File: config.mk
export PLATFORM = sky130hd
export DESIGN_NAME = memory_self_test_sequencer_core
export DESIGN_NICKNAME = d
export VERILOG_FILES = /design/src/design/msts_pkg.sv /design/src/design/memory_self_test_sequencer_core.sv
export VERILOG_INCLUDE_DIRS = /design/src /design/src/design
export SDC_FILE = /design/constraint.sdc
export NUM_CORES = 1
export LEC_CHECK = 0
export BUFFER_PORTS_ARGS = -buffer_cell sky130_fd_sc_hd__buf_2
export CORE_ASPECT_RATIO = 1.75
export CORE_MARGIN = 5
export CORE_UTILIZATION = 52
export DETAILED_ROUTE_END_ITERATION = 12
export PLACE_DENSITY = 0.82
export SKIP_CTS_REPAIR_TIMING = 1
export SYNTH_ARGS = -nofsm -noshare
export SYNTH_HDL_FRONTEND = slang
export SYNTH_SLANG_ARGS = --single-unit
File: constraint.sdc
create_clock -name clk -period 6.49 [get_ports clk]
set_input_delay 0.3245 -clock clk [delete_from_list [all_inputs] [get_ports clk]]
set_output_delay 0.3245 -clock clk [all_outputs]
set_load 0.05 [all_outputs]
File: src/design/memory_self_test_sequencer_core_defines.svh
// Assertion helpers for the self-test sequencer; the module that asserts provides clk and arst_n.
`ifndef MEMORY_SELF_TEST_SEQUENCER_CORE_DEFINES_SVH
`define MEMORY_SELF_TEST_SEQUENCER_CORE_DEFINES_SVH

// Check a condition at every clock edge outside reset.
`define MSTS_ALWAYS(label, cond, msg) \
	label: assert property (@(posedge clk) disable iff (!arst_n) (cond)) else $error(msg);

// Check a consequence in the cycle after a trigger.
`define MSTS_NEXT(label, trig, cons, msg) \
	label: assert property (@(posedge clk) disable iff (!arst_n) (trig) |=> (cons)) \
		else $error(msg);

`endif

File: src/design/msts_pkg.sv
package msts_pkg;

	localparam int ADDR_BITS_DEFAULT = 24;
	localparam int DATA_BITS         = 32;
	localparam int WORDS_BITS        = 25;
	localparam int OUT_ADDR_BITS     = 24;

	localparam logic [WORDS_BITS-1:0] MEM_WORDS_RESET = 25'd2097152;

	// event codes
	localparam logic [1:0] FUNC_START    = 2'd0;
	localparam logic [1:0] FUNC_SLOT     = 2'd1;
	localparam logic [1:0] FUNC_RESPONSE = 2'd2;

	// command kinds
	localparam logic [1:0] KIND_WRITE  = 2'd0;
	localparam logic [1:0] KIND_READ   = 2'd1;
	localparam logic [1:0] KIND_FINISH = 2'd2;

	// finish status codes
	localparam logic [2:0] STATUS_PASS      = 3'd0;
	localparam logic [2:0] STATUS_DATA_LINE = 3'd1;
	localparam logic [2:0] STATUS_ADDR_LINE = 3'd2;
	localparam logic [2:0] STATUS_SCAN      = 3'd3;
	localparam logic [2:0] STATUS_SCAN_INV  = 3'd4;

	// configuration register indexes
	localparam logic REG_MEM_WORDS = 1'b0;

	typedef struct packed {
		logic [1:0]           func;
		logic [DATA_BITS-1:0] read_data;
	} evt_t;

	typedef struct packed {
		logic [1:0]               kind;
		logic [OUT_ADDR_BITS-1:0] address;
		logic [DATA_BITS-1:0]     write_data;
		logic [2:0]               status;
	} cmd_t;

endpackage

File: src/design/memory_self_test_sequencer_core.sv
// Memory self-test sequencer. After a start event it drives a 32-bit word memory through
// three tests: a walking one at word 0 (write, then read back, for each of the 32 bits),
// an address-line test over every power-of-two offset below the size, and a full scan that
// writes every word with its index, then reads it, writes the inverted index and reads again.
// Each command-slot event (func 1) yields one write or read command beat on cmd, unless a
// read is outstanding or the test is idle or done; each read-data event (func 2) is checked
// against the expected word. The first mismatch, or the end of the scan, yields a finish
// beat carrying the status code. A start event restarts the test at any time. The memory
// size in words is set through the APB register at byte address 0; sizes above 2^ADDR_BITS
// are clamped. The block takes one event beat per clock while the command register is not
// stalled; each beat passes the event register and then the command register, and a stalled
// command register holds the event register, which then raises evt_stall.
`include "memory_self_test_sequencer_core_defines.svh"

module memory_self_test_sequencer_core #(
	parameter int ADDR_BITS = msts_pkg::ADDR_BITS_DEFAULT
) (
	input  logic               clk,
	input  logic               arst_n,
	// event channel
	input  logic               evt_valid,
	output logic               evt_stall,
	input  msts_pkg::evt_t     evt,
	// command channel
	output logic               cmd_valid,
	input  logic               cmd_stall,
	output msts_pkg::cmd_t     cmd,
	// configuration
	input  logic               psel,
	input  logic               penable,
	input  logic               pwrite,
	input  logic [2:0]         paddr,
	input  logic [31:0]        pwdata,
	output logic [31:0]        prdata,
	output logic               pready
);

	// position must also count the 32 walking-one bits
	localparam int PW = (ADDR_BITS > 6) ? ADDR_BITS : 6;
	// compare width: holds the clamp limit and the size register
	localparam int CW = (ADDR_BITS + 1 > msts_pkg::WORDS_BITS) ? ADDR_BITS + 1
		: msts_pkg::WORDS_BITS;
	localparam logic [PW-1:0] AMASK = PW'((64'd1 << ADDR_BITS) - 64'd1);
	localparam logic [CW-1:0] LIMIT = CW'(64'd1 << ADDR_BITS);
	localparam logic [PW-1:0] LAST_BIT = PW'(msts_pkg::DATA_BITS - 1);

	localparam logic [2:0] PH_IDLE     = 3'd0;
	localparam logic [2:0] PH_DATA     = 3'd1;
	localparam logic [2:0] PH_ADDR_WR  = 3'd2;
	localparam logic [2:0] PH_ADDR_RD  = 3'd3;
	localparam logic [2:0] PH_SCAN_WR  = 3'd4;
	localparam logic [2:0] PH_SCAN_CHK = 3'd5;
	localparam logic [2:0] PH_DONE     = 3'd6;

	// sub-steps of one word (data-line test uses the first two, scan check all three)
	localparam logic [1:0] STEP_FIRST     = 2'd0;
	localparam logic [1:0] STEP_WRITE_INV = 2'd1;
	localparam logic [1:0] STEP_SECOND    = 2'd2;

	// configuration
	logic [msts_pkg::WORDS_BITS-1:0] mem_words_q;

	// sequencer state
	logic [2:0]    phase_q;
	logic [PW-1:0] pos_q;
	logic [1:0]    step_q;
	logic          await_q;
	logic [31:0]   expect_q;

	// event register and command register
	logic            evt_valid_s1;
	msts_pkg::evt_t  evt_s1;
	logic            cmd_valid_q;
	msts_pkg::cmd_t  cmd_q;

	logic advance;
	logic do_step;

	// next-state and result of the step
	logic [2:0]     phase_d;
	logic [PW-1:0]  pos_d;
	logic [1:0]     step_d;
	logic           await_d;
	logic [31:0]    expect_d;
	logic           emit;
	msts_pkg::cmd_t res;

	// helpers
	logic [CW-1:0]  eff_words;
	logic [CW-1:0]  pos_ext;
	logic [31:0]    pos_w;
	logic [23:0]    pos_a;
	logic [PW-1:0]  pos_shl;
	logic [PW-1:0]  pos_inc;
	logic           shl_end;
	logic           inc_end;
	logic [31:0]    bit_word;
	logic           mismatch;

	// ---------------- configuration port ----------------
	assign pready = 1'b1;
	assign prdata = (paddr[2] == msts_pkg::REG_MEM_WORDS) ? 32'(mem_words_q) : 32'd0;

	always_ff @(posedge clk or negedge arst_n) begin
		if (!arst_n) begin
			mem_words_q <= msts_pkg::MEM_WORDS_RESET;
		end else if (psel && penable && pwrite && pready
				&& paddr[2] == msts_pkg::REG_MEM_WORDS) begin
			mem_words_q <= pwdata[msts_pkg::WORDS_BITS-1:0];
		end
	end

	// ---------------- handshake ----------------
	// The command register can take a new beat when empty or draining this cycle.
	assign advance   = !cmd_valid_q || !cmd_stall;
	assign do_step   = evt_valid_s1 && advance;
	// Hold the event register while its result cannot move on.
	assign evt_stall = evt_valid_s1 && !advance;
	assign cmd_valid = cmd_valid_q;
	assign cmd       = cmd_q;

	// ---------------- step helpers ----------------
	assign eff_words = (CW'(mem_words_q) > LIMIT) ? LIMIT : CW'(mem_words_q);
	assign pos_ext   = CW'(pos_q);
	assign pos_w     = 32'(pos_ext);
	assign pos_a     = 24'(pos_ext);
	assign pos_shl   = {pos_q[PW-2:0], 1'b0} & AMASK;
	assign pos_inc   = PW'(pos_q + PW'(1)) & AMASK;
	assign shl_end   = (pos_shl == '0) || (CW'(pos_shl) >= eff_words);
	assign inc_end   = (pos_inc == '0) || (CW'(pos_inc) >= eff_words);
	assign bit_word  = 32'd1 << pos_q[4:0];
	assign mismatch  = evt_s1.read_data != expect_q;

	always_comb begin
		phase_d  = phase_q;
		pos_d    = pos_q;
		step_d   = step_q;
		await_d  = await_q;
		expect_d = expect_q;
		emit     = 1'b0;
		res      = '0;
		unique case (evt_s1.func)
			msts_pkg::FUNC_START: begin
				phase_d  = PH_DATA;
				pos_d    = '0;
				step_d   = STEP_FIRST;
				await_d  = 1'b0;
				expect_d = '0;
			end
			msts_pkg::FUNC_SLOT: begin
				if (!await_q) begin
					unique case (phase_q)
						PH_DATA: begin
							expect_d = bit_word;
							emit     = 1'b1;
							if (step_q == STEP_FIRST) begin
								step_d         = STEP_WRITE_INV;
								res.kind       = msts_pkg::KIND_WRITE;
								res.write_data = bit_word;
							end else begin
								await_d  = 1'b1;
								res.kind = msts_pkg::KIND_READ;
							end
						end
						PH_ADDR_WR: begin
							emit           = 1'b1;
							res.kind       = msts_pkg::KIND_WRITE;
							res.address    = pos_a;
							res.write_data = pos_w;
							pos_d          = pos_shl;
							if (shl_end) begin
								phase_d = PH_ADDR_RD;
								pos_d   = PW'(1);
							end
						end
						PH_ADDR_RD: begin
							expect_d    = pos_w;
							await_d     = 1'b1;
							emit        = 1'b1;
							res.kind    = msts_pkg::KIND_READ;
							res.address = pos_a;
						end
						PH_SCAN_WR: begin
							emit           = 1'b1;
							res.kind       = msts_pkg::KIND_WRITE;
							res.address    = pos_a;
							res.write_data = pos_w;
							pos_d          = pos_inc;
							if (inc_end) begin
								phase_d = PH_SCAN_CHK;
								pos_d   = '0;
								step_d  = STEP_FIRST;
							end
						end
						PH_SCAN_CHK: begin
							emit        = 1'b1;
							res.address = pos_a;
							if (step_q == STEP_WRITE_INV) begin
								step_d         = STEP_SECOND;
								res.kind       = msts_pkg::KIND_WRITE;
								res.write_data = ~pos_w;
							end else begin
								expect_d = (step_q == STEP_FIRST) ? pos_w : ~pos_w;
								await_d  = 1'b1;
								res.kind = msts_pkg::KIND_READ;
							end
						end
						default: begin
						end
					endcase
				end
			end
			msts_pkg::FUNC_RESPONSE: begin
				if (await_q) begin
					await_d = 1'b0;
					unique case (phase_q)
						PH_DATA: begin
							if (mismatch) begin
								emit       = 1'b1;
								res.status = msts_pkg::STATUS_DATA_LINE;
							end else begin
								step_d = STEP_FIRST;
								pos_d  = PW'(pos_q + PW'(1));
								if (pos_q >= LAST_BIT) begin
									// enter the address-line test, or skip it
									if (eff_words > CW'(1)) begin
										phase_d = PH_ADDR_WR;
										pos_d   = PW'(1);
									end else begin
										pos_d = '0;
										if (eff_words != '0) begin
											phase_d = PH_SCAN_WR;
										end else begin
											emit       = 1'b1;
											res.status = msts_pkg::STATUS_PASS;
										end
									end
								end
							end
						end
						PH_ADDR_RD: begin
							if (mismatch) begin
								emit       = 1'b1;
								res.status = msts_pkg::STATUS_ADDR_LINE;
							end else begin
								pos_d = pos_shl;
								if (shl_end) begin
									step_d = STEP_FIRST;
									pos_d  = '0;
									if (eff_words != '0) begin
										phase_d = PH_SCAN_WR;
									end else begin
										emit       = 1'b1;
										res.status = msts_pkg::STATUS_PASS;
									end
								end
							end
						end
						PH_SCAN_CHK: begin
							if (step_q == STEP_FIRST) begin
								if (mismatch) begin
									emit       = 1'b1;
									res.status = msts_pkg::STATUS_SCAN;
								end else begin
									step_d = STEP_WRITE_INV;
								end
							end else if (mismatch) begin
								emit       = 1'b1;
								res.status = msts_pkg::STATUS_SCAN_INV;
							end else begin
								step_d = STEP_FIRST;
								pos_d  = pos_inc;
								if (inc_end) begin
									emit       = 1'b1;
									res.status = msts_pkg::STATUS_PASS;
								end
							end
						end
						default: begin
						end
					endcase
					// every emit on a read response is a finish beat
					if (emit) begin
						res.kind = msts_pkg::KIND_FINISH;
						phase_d  = PH_DONE;
						step_d   = STEP_FIRST;
						await_d  = 1'b0;
					end
				end
			end
			default: begin
			end
		endcase
	end

	// ---------------- registers ----------------
	always_ff @(posedge clk or negedge arst_n) begin
		if (!arst_n) begin
			evt_valid_s1 <= 1'b0;
			cmd_valid_q  <= 1'b0;
			phase_q      <= PH_IDLE;
			pos_q        <= '0;
			step_q       <= STEP_FIRST;
			await_q      <= 1'b0;
			expect_q     <= '0;
		end else begin
			if (!evt_stall) begin
				evt_valid_s1 <= evt_valid;
			end
			if (advance) begin
				cmd_valid_q <= do_step && emit;
			end
			if (do_step) begin
				phase_q  <= phase_d;
				pos_q    <= pos_d;
				step_q   <= step_d;
				await_q  <= await_d;
				expect_q <= expect_d;
			end
		end
	end

	// payload registers: load the event beat on accept, the result beat on a step
	always_ff @(posedge clk) begin
		if (evt_valid && !evt_stall) begin
			evt_s1 <= evt;
		end
		if (do_step && emit) begin
			cmd_q <= res;
		end
	end

	// ---------------- checks ----------------
	`MSTS_ALWAYS(a_await_phase, !await_q || phase_q == PH_DATA || phase_q == PH_ADDR_RD || phase_q == PH_SCAN_CHK, "read pending outside a reading phase")
	`MSTS_ALWAYS(a_step_code, step_q == STEP_FIRST || step_q == STEP_WRITE_INV || step_q == STEP_SECOND, "bad sub-step")
	`MSTS_NEXT(a_finish_done, do_step && emit && res.kind == msts_pkg::KIND_FINISH, phase_q == PH_DONE && !await_q, "finish beat without done phase")
	`MSTS_NEXT(a_hold_event, evt_valid_s1 && !advance, evt_valid_s1 && $stable(evt_s1), "held event lost")

endmodule

# Word-level counts from Yosys, hierarchy flattened
# Cells that the tools add are included.
# totals
register_bits,184
out_inout_bits,96
input_bits,76
# op_classes
bitwise_logic,4
magnitude_cmp,5
n_addsub,1
reduce_logical,34
mux,88
eq_ne,31
n_shift,1
# ops
cell,n
24-bit 2-to-1 mux,11
32-bit case mux with 3 select lines,2
32-bit 2-to-1 mux,5
24-bit case mux with 3 select lines,2
32-bit case mux with 2 select lines,1
58-bit 2-to-1 mux,1
24-bit by 25-bit >= comparator with 1-bit output,2
25-bit 2-to-1 mux,2
24-bit logical NOT,2
24-bit case mux with 2 select lines,1
3-bit 2-to-1 mux,13
32-bit inequality test,1
24-bit NOT with 32-bit output,1
"1-bit by 5-bit left shift with 32-bit output, first input constant",1
2-bit 2-to-1 mux,15
"3-bit inequality test, second input constant",9
"25-bit by 1-bit > comparator with 1-bit output, second input constant",1
"25-bit > comparator, second input constant",1
25-bit nonzero test,1
"24-bit by 1-bit adder with 24-bit output, second input constant",1
"24-bit by 5-bit >= comparator with 1-bit output, second input constant",1
12-bit AND reduction,2
1-bit 2-to-1 mux,22
2-bit case mux with 3 select lines,3
other kinds (31),63

# Longest topological paths before layout
# Gate-level depths: netlist of the first run.
# depth
word_depth,13
ltp_mapped,17
ltp_nobuf,16

# Worst setup path before layout of the first run
# Ideal clock, no wire load.
# synth_timing
path_kind,register to register
start,register mem_words_q[18] (netlist name)
end,"register cmd_q, in the netlist cmd[0], enable pin"
required_time_ns,6.010
arrival_time_ns,5.796
stages_incl_launch_ff,15
setup_time_ns,0.480
setup_slack_ns,0.214
cell_sequence,dfrtp_1 -> nor4_1 -> nand4_1 -> o31ai_1 -> clkbuf_1 -> nand2_1 -> ha_1 -> nand4_1 -> or4_1 -> nand4_1 -> a41o_1 -> a21oi_1 -> o21ai_2 -> a21oi_1 -> nor2_1
# synth_between
elab_chain_cells,13
elab_cells_between_ends,23
# synth_lines
element,line,text
start: declaration,memory_self_test_sequencer_core.sv:61,logic [msts_pkg::WORDS_BITS-1:0] mem_words_q;
start signal: assignment,memory_self_test_sequencer_core.sv:106,mem_words_q <= msts_pkg::MEM_WORDS_RESET;
start signal: assignment,memory_self_test_sequencer_core.sv:109,mem_words_q <= pwdata[msts_pkg::WORDS_BITS-1:0];
25-bit > comparator,memory_self_test_sequencer_core.sv:123,assign eff_words = (CW'(mem_words_q) > LIMIT) ? LIMIT : CW'(mem_words_q);
25-bit 2-to-1 mux *,memory_self_test_sequencer_core.sv:123,
24-bit by 25-bit >= comparator with 1-bit output or 25-bit nonzero test (tied branches),"memory_self_test_sequencer_core.sv:130, memory_self_test_sequencer_core.sv:231, memory_self_test_sequencer_core.sv:250",
1-bit logical OR or 1-bit 2-to-1 mux (tied branches),"memory_self_test_sequencer_core.sv:130, memory_self_test_sequencer_core.sv:231, memory_self_test_sequencer_core.sv:250",
"1-bit 2-to-1 mux, on equally long branches","memory_self_test_sequencer_core.sv:273, memory_self_test_sequencer_core.sv:226",
"1-bit 2-to-1 mux, on equally long branches","memory_self_test_sequencer_core.sv:267, memory_self_test_sequencer_core.sv:224",
"1-bit 2-to-1 mux, on equally long branches","memory_self_test_sequencer_core.sv:260, memory_self_test_sequencer_core.sv:218",
1-bit case mux with 3 select lines *,memory_self_test_sequencer_core.sv:216,unique case (phase_q)
1-bit 2-to-1 mux *,memory_self_test_sequencer_core.sv:214,if (await_q) begin
1-bit 2-to-1 mux *,memory_self_test_sequencer_core.sv:142,unique case (evt_s1.func)
1-bit 2-to-1 mux *,memory_self_test_sequencer_core.sv:214,
1-bit case mux with 2 select lines *,memory_self_test_sequencer_core.sv:142,
1-bit logical AND *,memory_self_test_sequencer_core.sv:328,if (do_step && emit) begin
end signal: assignment,memory_self_test_sequencer_core.sv:329,cmd_q <= res;
end: declaration,memory_self_test_sequencer_core.sv:74,msts_pkg::cmd_t cmd_q;
# Mark *: on every way between the ends. The rest lies on a longest branch, timed or not. The select of a mux whose other input is x is not followed.
# A chain may end at the register's enable or synchronous reset.

# Final worst setup path of the first run
# layout_timing
start,"register pos_q[3], in the netlist pos_a[3]"
end,"register cmd_q, in the netlist cmd[54], enable pin"
# layout_between
elab_chain_cells,12
elab_cells_between_ends,21
# layout_lines
element,line,text
start: declaration,memory_self_test_sequencer_core.sv:65,logic [PW-1:0] pos_q;
start signal: assignment,memory_self_test_sequencer_core.sv:315,pos_q <= pos_d;
24-bit by 1-bit adder with 24-bit output,memory_self_test_sequencer_core.sv:128,assign pos_inc = PW'(pos_q + PW'(1)) & AMASK;
24-bit by 25-bit >= comparator with 1-bit output or 24-bit logical NOT (tied branches),memory_self_test_sequencer_core.sv:130,assign inc_end = (pos_inc == '0) || (CW'(pos_inc) >= eff_words);
1-bit logical OR,memory_self_test_sequencer_core.sv:130,
1-bit 2-to-1 mux,memory_self_test_sequencer_core.sv:273,if (inc_end) begin
1-bit 2-to-1 mux,memory_self_test_sequencer_core.sv:267,end else if (mismatch) begin
1-bit 2-to-1 mux,memory_self_test_sequencer_core.sv:260,if (step_q == STEP_FIRST) begin
1-bit case mux with 3 select lines *,memory_self_test_sequencer_core.sv:216,
1-bit 2-to-1 mux *,memory_self_test_sequencer_core.sv:214,
1-bit 2-to-1 mux *,memory_self_test_sequencer_core.sv:142,
1-bit 2-to-1 mux *,memory_self_test_sequencer_core.sv:214,
1-bit case mux with 2 select lines *,memory_self_test_sequencer_core.sv:142,
1-bit logical AND *,memory_self_test_sequencer_core.sv:328,
# Marked as above.

==> impl_metrics.toml, run 1 <==
[route]
ant_nets = 0
first_pass_iters = 5
wire_per_inst_um = 19.9
drt_iter0_drc = 838
drc_errors = 0
via_per_inst = 6.24
via_count = 9475
drt_wl_total_um = 30300

[clocking]
clkSinkCount = 184
cts_root_buffer = "clkbuf_16"
numCtsBuffers = 17
clkLatencyLatePin_ps = 450
path_clk_slew_ps = 80
ctsHtreeMaxLevel = 4
clockBufferDepth = 2
cts_tree = "yes"

[critical_path]
worstSetupEndpointType = "register"
worstPathArrival_ps = 5310
startpoint = "pos_a[3]"
worstPathRequired_ps = 6570
r2r-start = "pos_a[3]"
critPathKind = "register to register"
r2r_cells = 14
cp_max_fo = 61
critPathLaunchType = "register"

[global_route]
antenna_found_initial = 0
grt_pass1_vias = 9310
grt_pass1_wl_um = 48200
grt_max_degree = 62
grt.total_usage = 0.248
overflow = 0

[layout]
num-fill-cells = 1821
instances_no_fill = 1519
final_area_mm2 = 0.0126
nets = 1384
num_antenna_cells = 0
final_layout_size_suffix_gt1_frac = 0.199
area_delta_synth_final_pct = 12.9

[timing]
rsz0062_at_grt = "false"
hold_viol_final = 0
setup_viol = 0
tightest_slew_ps = 1130
slew_violations = 0
relSlewSlack = 0.246
fin_crit_ps = 5240
setup_tns_ps = 0
fmax_ghz = 0.191
final.period_utilization = 0.807
setup_ws_ps = 1250
skew_ps = 12.0

[logic_synthesis]
async_flop_share = 0.484
synth_top_flop_cell = "edfxtp_1"
avgSynthCellArea_um2 = 9.63
yosysSeqAreaShare = 0.455
synth-edff-count = 95
synth_cells = 1160
synth-simple-area-share = 0.198
yosysMostFrequentCell = "nand2_1"
yosys-mux-area-fraction = 0.0349
synthTopCellsByCount = "127 x nand2_1, 98 x nor2_1, 95 x edfxtp_1, 88 x dfrtp_1, 81 x clkbuf_1"
netlist_area_mm2 = 0.0112
yosys_warnings = 0
synth_top_area_share = 0.255
synth-compound-area-share = 0.159
synth_top_family_by_area = "simple AND/OR/NAND/NOR gates"
ys_seq_elements = 184
yosysTopAreaCell = "edfxtp_1"
synth_xor_area_frac = 0.0423
synth_cell_types = 70
synth.area.top_cells = "edfxtp_1 26%, dfrtp_1 20%, ha_1 6.4%"
synthAdderAreaFrac = 0.0638

[place]
port-buffer-count = 154
dp.cells = 1486
pre_cts_ws_ps = 1170
placed_cell_area_mm2 = 0.0120
routabilityCongestion = 0.953
dp_hpwl_um = 22100

[outcome]
status = "complete, no violations"

[die]
chipWidth_um = 121
die_area_mm2 = 0.0246
start_util = 0.524
die_y_um = 204
core_area_mm2 = 0.0213
fp-row-count = 71
ioPinCount = 172

[power_and_ir_drop]
p_total_mw = 3.71
power_leakage_nw = 5.36
ir_worst_vdd_uv = 186
power.density_mw_per_mm2 = 294

[worst_hold_path]
hp-class = "primary input to register"
hp-start = "evt[23]"
whs_path_depth = 1

[run]
max_cap_viol_count = 0
==> layer usage <==
layer	wire length, µm	track usage	up-vias	share of wire
met5	0	0	-	0
met4	1840	0.156	0	0.061
met3	1780	0.0388	118	0.059
met2	15600	0.438	439	0.52
met1	11000	0.276	4506	0.36
li1	-	-	4412	-
==> area by class of cell <==
class / count / area (µm²) / area share
Multi-Input combinational cell: 855 / 5610 / 0.445
Sequential cell: 184 / 5080 / 0.403
Timing Repair Buffer: 173 / 918 / 0.0728
Clock buffer: 17 / 425 / 0.0337
Tap cell: 255 / 319 / 0.0253
Clock inverter: 15 / 181 / 0.0144
Inverter: 20 / 75.1 / 0.00595
==> per-stage QoR <==
step                utilization  hold WS, ps
finish                    0.592         51.5
global route              0.592         31.2
CTS                       0.591         -152
detailed placement        0.563          324
global placement          0.563          322
floorplan                     -         28.9
==> critical path, stage by stage (launching register included) <==
cell and delay, ps:
dfrtp_1 880, nand3_1 280, nor4_2 590, and3_1 320, nand3_1 150, xnor2_1 210
ha_1 330, nand4_1 110, nor3_1 230, a41o_1 320, a21oi_1 110, o21ai_2 340
a21oi_1 200, nor2_4 110, buf_4 620
==> path summary, 6_finish.rpt <==
path / end / slack, ps
setup / recovery: cmd[54] / 1250
hold / removal: evt_s1[23] / 50
setup reg to reg: cmd[54] / 1250
hold reg to reg: expect_q[10] / 500
max in group asynchronous: pos_a[18] / 5030
min in group asynchronous: step_q[0] / 380
==> placed cells by master, fill, tap and decap left out, drive strengths merged, types with 12 or more instances in the layout <==
master	count
a221oi	20
buf	172
mux2	29
nor3	21
clkbuf	17
nand2	127
xnor2	46
a22oi	17
nand4	26
a211oi	29
ha	57
nor4	14
o31ai	12
a21oi	50
inv	28
nand2b	17
edfxtp	95
a31oi	24
dfrtp	88
o21ai	52
and3	37
nor2b	40
nor2	98
nand3	25
==> cell families after synthesis <==
logic type / count (synthesis)
AND/OR/NAND/NOR: 442
AO/OA/AOI/OAI: 259
flip-flops: 184
buffers and inverters: 127
adder cells (fa/ha/maj): 57
XOR/XNOR: 54
multiplexers: 35
other: 2
==> power breakdown <==
| part | total, mW | internal (mW) | switching (mW) | leakage [nW] |
|---|---|---|---|---|
| Combinational | 1.16 | 0.352 | 0.804 | 2.96 |
| Sequential | 1.48 | 1.34 | 0.134 | 2.10 |
| Clock | 1.07 | 0.583 | 0.489 | 0.296 |
| Total | 3.71 | 2.28 | 1.43 | 5.36 |
==> sequential cells by signal, summed over array words and instances, names as in the netlist <==
| register | flops |
|---|---|
| step_q | 2 |
| cmd_valid | 1 |
| phase_q | 3 |
| pos_a | 24 |
| await_q | 1 |
| evt_valid_s1 | 1 |
| mem_words_q | 25 |
| cmd | 61 |
| evt_s1 | 34 |
| expect_q | 32 |
(Power assumes the default switching activity.)
==> run 2, diff against run 1 <==
Settings changed: ABC_AREA from default to 1, CORE_UTILIZATION 52 to 58, PLACE_DENSITY 0.82 to 0.86.
Clock period 6.49 ns to 5.4 ns, I/O delays scaled along.
==> run 2 against run 1 <==
  * Clock skew is 1.6 ps higher
  * Utilization grew 8.2 points
  * Register-to-register slack lost 390 ps
  * Cell count up 21%
  * Fmax is 15% higher
  * Sequential power up 18%
  * Area after synthesis is 2.3% higher
  * Worst hold slack got worse by 49 ps
  * Sequential share of layout area is 1.7 points lower
  * Wire length grew 11%
  * Synthesized cell count is 23% higher
  * Critical endpoint is now cmd[41]
  * Largest cell class unchanged
  * Highest routed layer unchanged
==> impl_metrics.toml, run 2 <==
[logic_synthesis]
netlist_area_mm2 = 0.0114
synthTopCellsByCount = "274 x nand2_1, 231 x nor2_1, 145 x inv_1, 95 x edfxtp_1, 92 x a21oi_1"
yosys_warnings = 0
synth_cell_types = 47
yosysTopAreaCell = "edfxtp_1"
synth-edff-count = 95
synth.area.top_cells = "edfxtp_1 25%, dfrtp_1 19%, nand2_1 9.0%"
synth_top_flop_cell = "edfxtp_1"
synth_cells = 1431
yosysMostFrequentCell = "nand2_1"
yosysSeqAreaShare = 0.444
synth_top_area_share = 0.250
avgSynthCellArea_um2 = 7.99
ys_seq_elements = 184
async_flop_share = 0.484

[die]
start_util = 0.584
die_y_um = 196
core_area_mm2 = 0.0196
ioPinCount = 172
chipWidth_um = 116
die_area_mm2 = 0.0227
fp-row-count = 68

[clocking]
numCtsBuffers = 17
cts_tree = "yes"
clockBufferDepth = 2
cts_root_buffer = "clkbuf_16"
ctsHtreeMaxLevel = 4
clkSinkCount = 184
path_clk_slew_ps = 70
clkLatencyLatePin_ps = 450

[layout]
num-fill-cells = 1615
final_layout_size_suffix_gt1_frac = 0.152
largest_register_ffs = 61
layout_commonest_cell = "nand2_1"
final_cell_mix = "274 x nand2_1, 231 x nor2_1, 153 x buf_2"
multiInputGateArea_mm2 = 0.00542
nets = 1710
area_delta_synth_final_pct = 15.3
fin_util = 0.674
seq_area_mm2 = 0.00508
instances_no_fill = 1834
num_antenna_cells = 0

[route]
via_per_inst = 5.80
first_pass_iters = 6
ant_nets = 0
drc_errors = 0
via_count = 10645
wire_per_inst_um = 18.4
drt_wl_total_um = 33700
drt_iter0_drc = 854

[critical_path]
cp_common_cell = "nand2_1"
worstPathRequired_ps = 5530
r2r_cells = 21
path_depth = 21
worstPathArrival_ps = 4670
crit_chain = "inv_2 -> nor3_1 -> nand2_1 -> nor2_1 -> nand3_1 -> nand2_1 -> inv_1 -> ha_1 -> nand4_1 -> nor2_1 -> nand2_1 -> nor4_1 -> nor2_1 -> o21ai_4 -> nand2_4 -> nand2_1 -> nand2_1 -> o211ai_1 -> nand3_1 -> inv_2 -> buf_12"
worstPathBufferInverterCount = 4
crit_slowest_cell = "dfrtp_1"
critPathKind = "register to register"
worstSetupEndpointType = "register"
cp_max_fo = 44
critPathLaunchType = "register"
crit_family = "simple AND/OR/NAND/NOR gates"
max_stage_delay_ps = 620

[timing]
rsz0062_at_grt = "false"
setup_tns_ps = 0
tightest_slew_ps = 1100
relSlewSlack = 0.266
skew_ps = 13.6
final.period_utilization = 0.841
slew_violations = 0
hold_viol_final = 0
setup_viol = 0
fmax_ghz = 0.220
fin_crit_ps = 4540

[run]
max_cap_viol_count = 0

[global_route]
antenna_found_initial = 0
grt.total_usage = 0.298
grt_pass1_wl_um = 53100
grt_max_degree = 82
overflow = 0
grt_pass1_vias = 10704
met1_usage = 0.323
top_usage_layer = "met2"
globalRouteMet3Util = 0.0509
met2_usage = 0.526

[place]
dp.cells = 1779
port-buffer-count = 154
routabilityCongestion = 0.972
dp_hpwl_um = 24800

[outcome]
status = "complete, no violations"

[worst_hold_path]
whs_path_depth = 1
hp-class = "primary input to register"

[power_and_ir_drop]
power_leakage_nw = 6.36
ir_worst_vdd_uv = 365
power.density_mw_per_mm2 = 335
## run 2: cell count changes after synthesis, moves of 37 or more
cell     before  now
nand2_1     127  274
nor2_1       98  231
inv_1        20  145
xnor2_1      46    0
a21oi_1      49   92
nor2b_1      39    0
and3_1       37    0
## run 2: worst paths after layout
path                              start  slack (ps)           end
max in group asynchronous        arst_n        3920      pos_a[1]
min                              evt[9]           3     evt_s1[9]
min in group asynchronous        arst_n         200  evt_valid_s1
min reg2reg                expect_q[22]         520  expect_q[22]
max reg2reg                    pos_a[7]         860       cmd[41]
max                            pos_a[7]         860       cmd[41]
## run 2: kinds of logic after synthesis
group                    after synthesis  share of synthesized area
AND/OR/NAND/NOR                      634                      0.235
adder cells (fa/ha/maj)               57                     0.0624
buffers and inverters                234                     0.0833
AO/OA/AOI/OAI                        285                      0.147
flip-flops                           184                      0.444
XOR/XNOR                              35                     0.0275
other                                  2                   0.000657
## run 2: cell type report
cell class | count | share of cell area
multi-input combinational | 1019 | 0.411
sequential | 184 | 0.386
timing repair buffer | 200 | 0.0904
inverter | 155 | 0.0441
clock buffer | 18 | 0.0326
tap | 245 | 0.0233
clock inverter | 13 | 0.0128
## run 2: metrics by stage
stage / hold slack [ps] / area, µm² / setup WS (ps) / power, mW
2_1_floorplan: -25.6 / 11500 / 704 / 2.72
3_3_place_gp: 111 / 12300 / 1000 / 3.06
3_5_place_dp: 113 / 12300 / 970 / 3.11
4_1_cts: -362 / 12900 / 954 / 4.39
5_1_grt: 0.165 / 13200 / 503 / 4.63
6_report: 2.64 / 13200 / 860 / 4.42
## run 2: power breakdown
group	switching (mW)	leakage (nW)	internal, mW	total, mW
Combinational	1.01	3.98	0.390	1.40
Sequential	0.116	2.08	1.62	1.74
Clock	0.556	0.292	0.731	1.29
## run 2: metal layers
layer  vias to the layer above  part of all wire
met5                         -                 0
met4                         0             0.069
met3                       148             0.066
met2                       516              0.52
met1                      4910              0.35
li1                       5071                 -
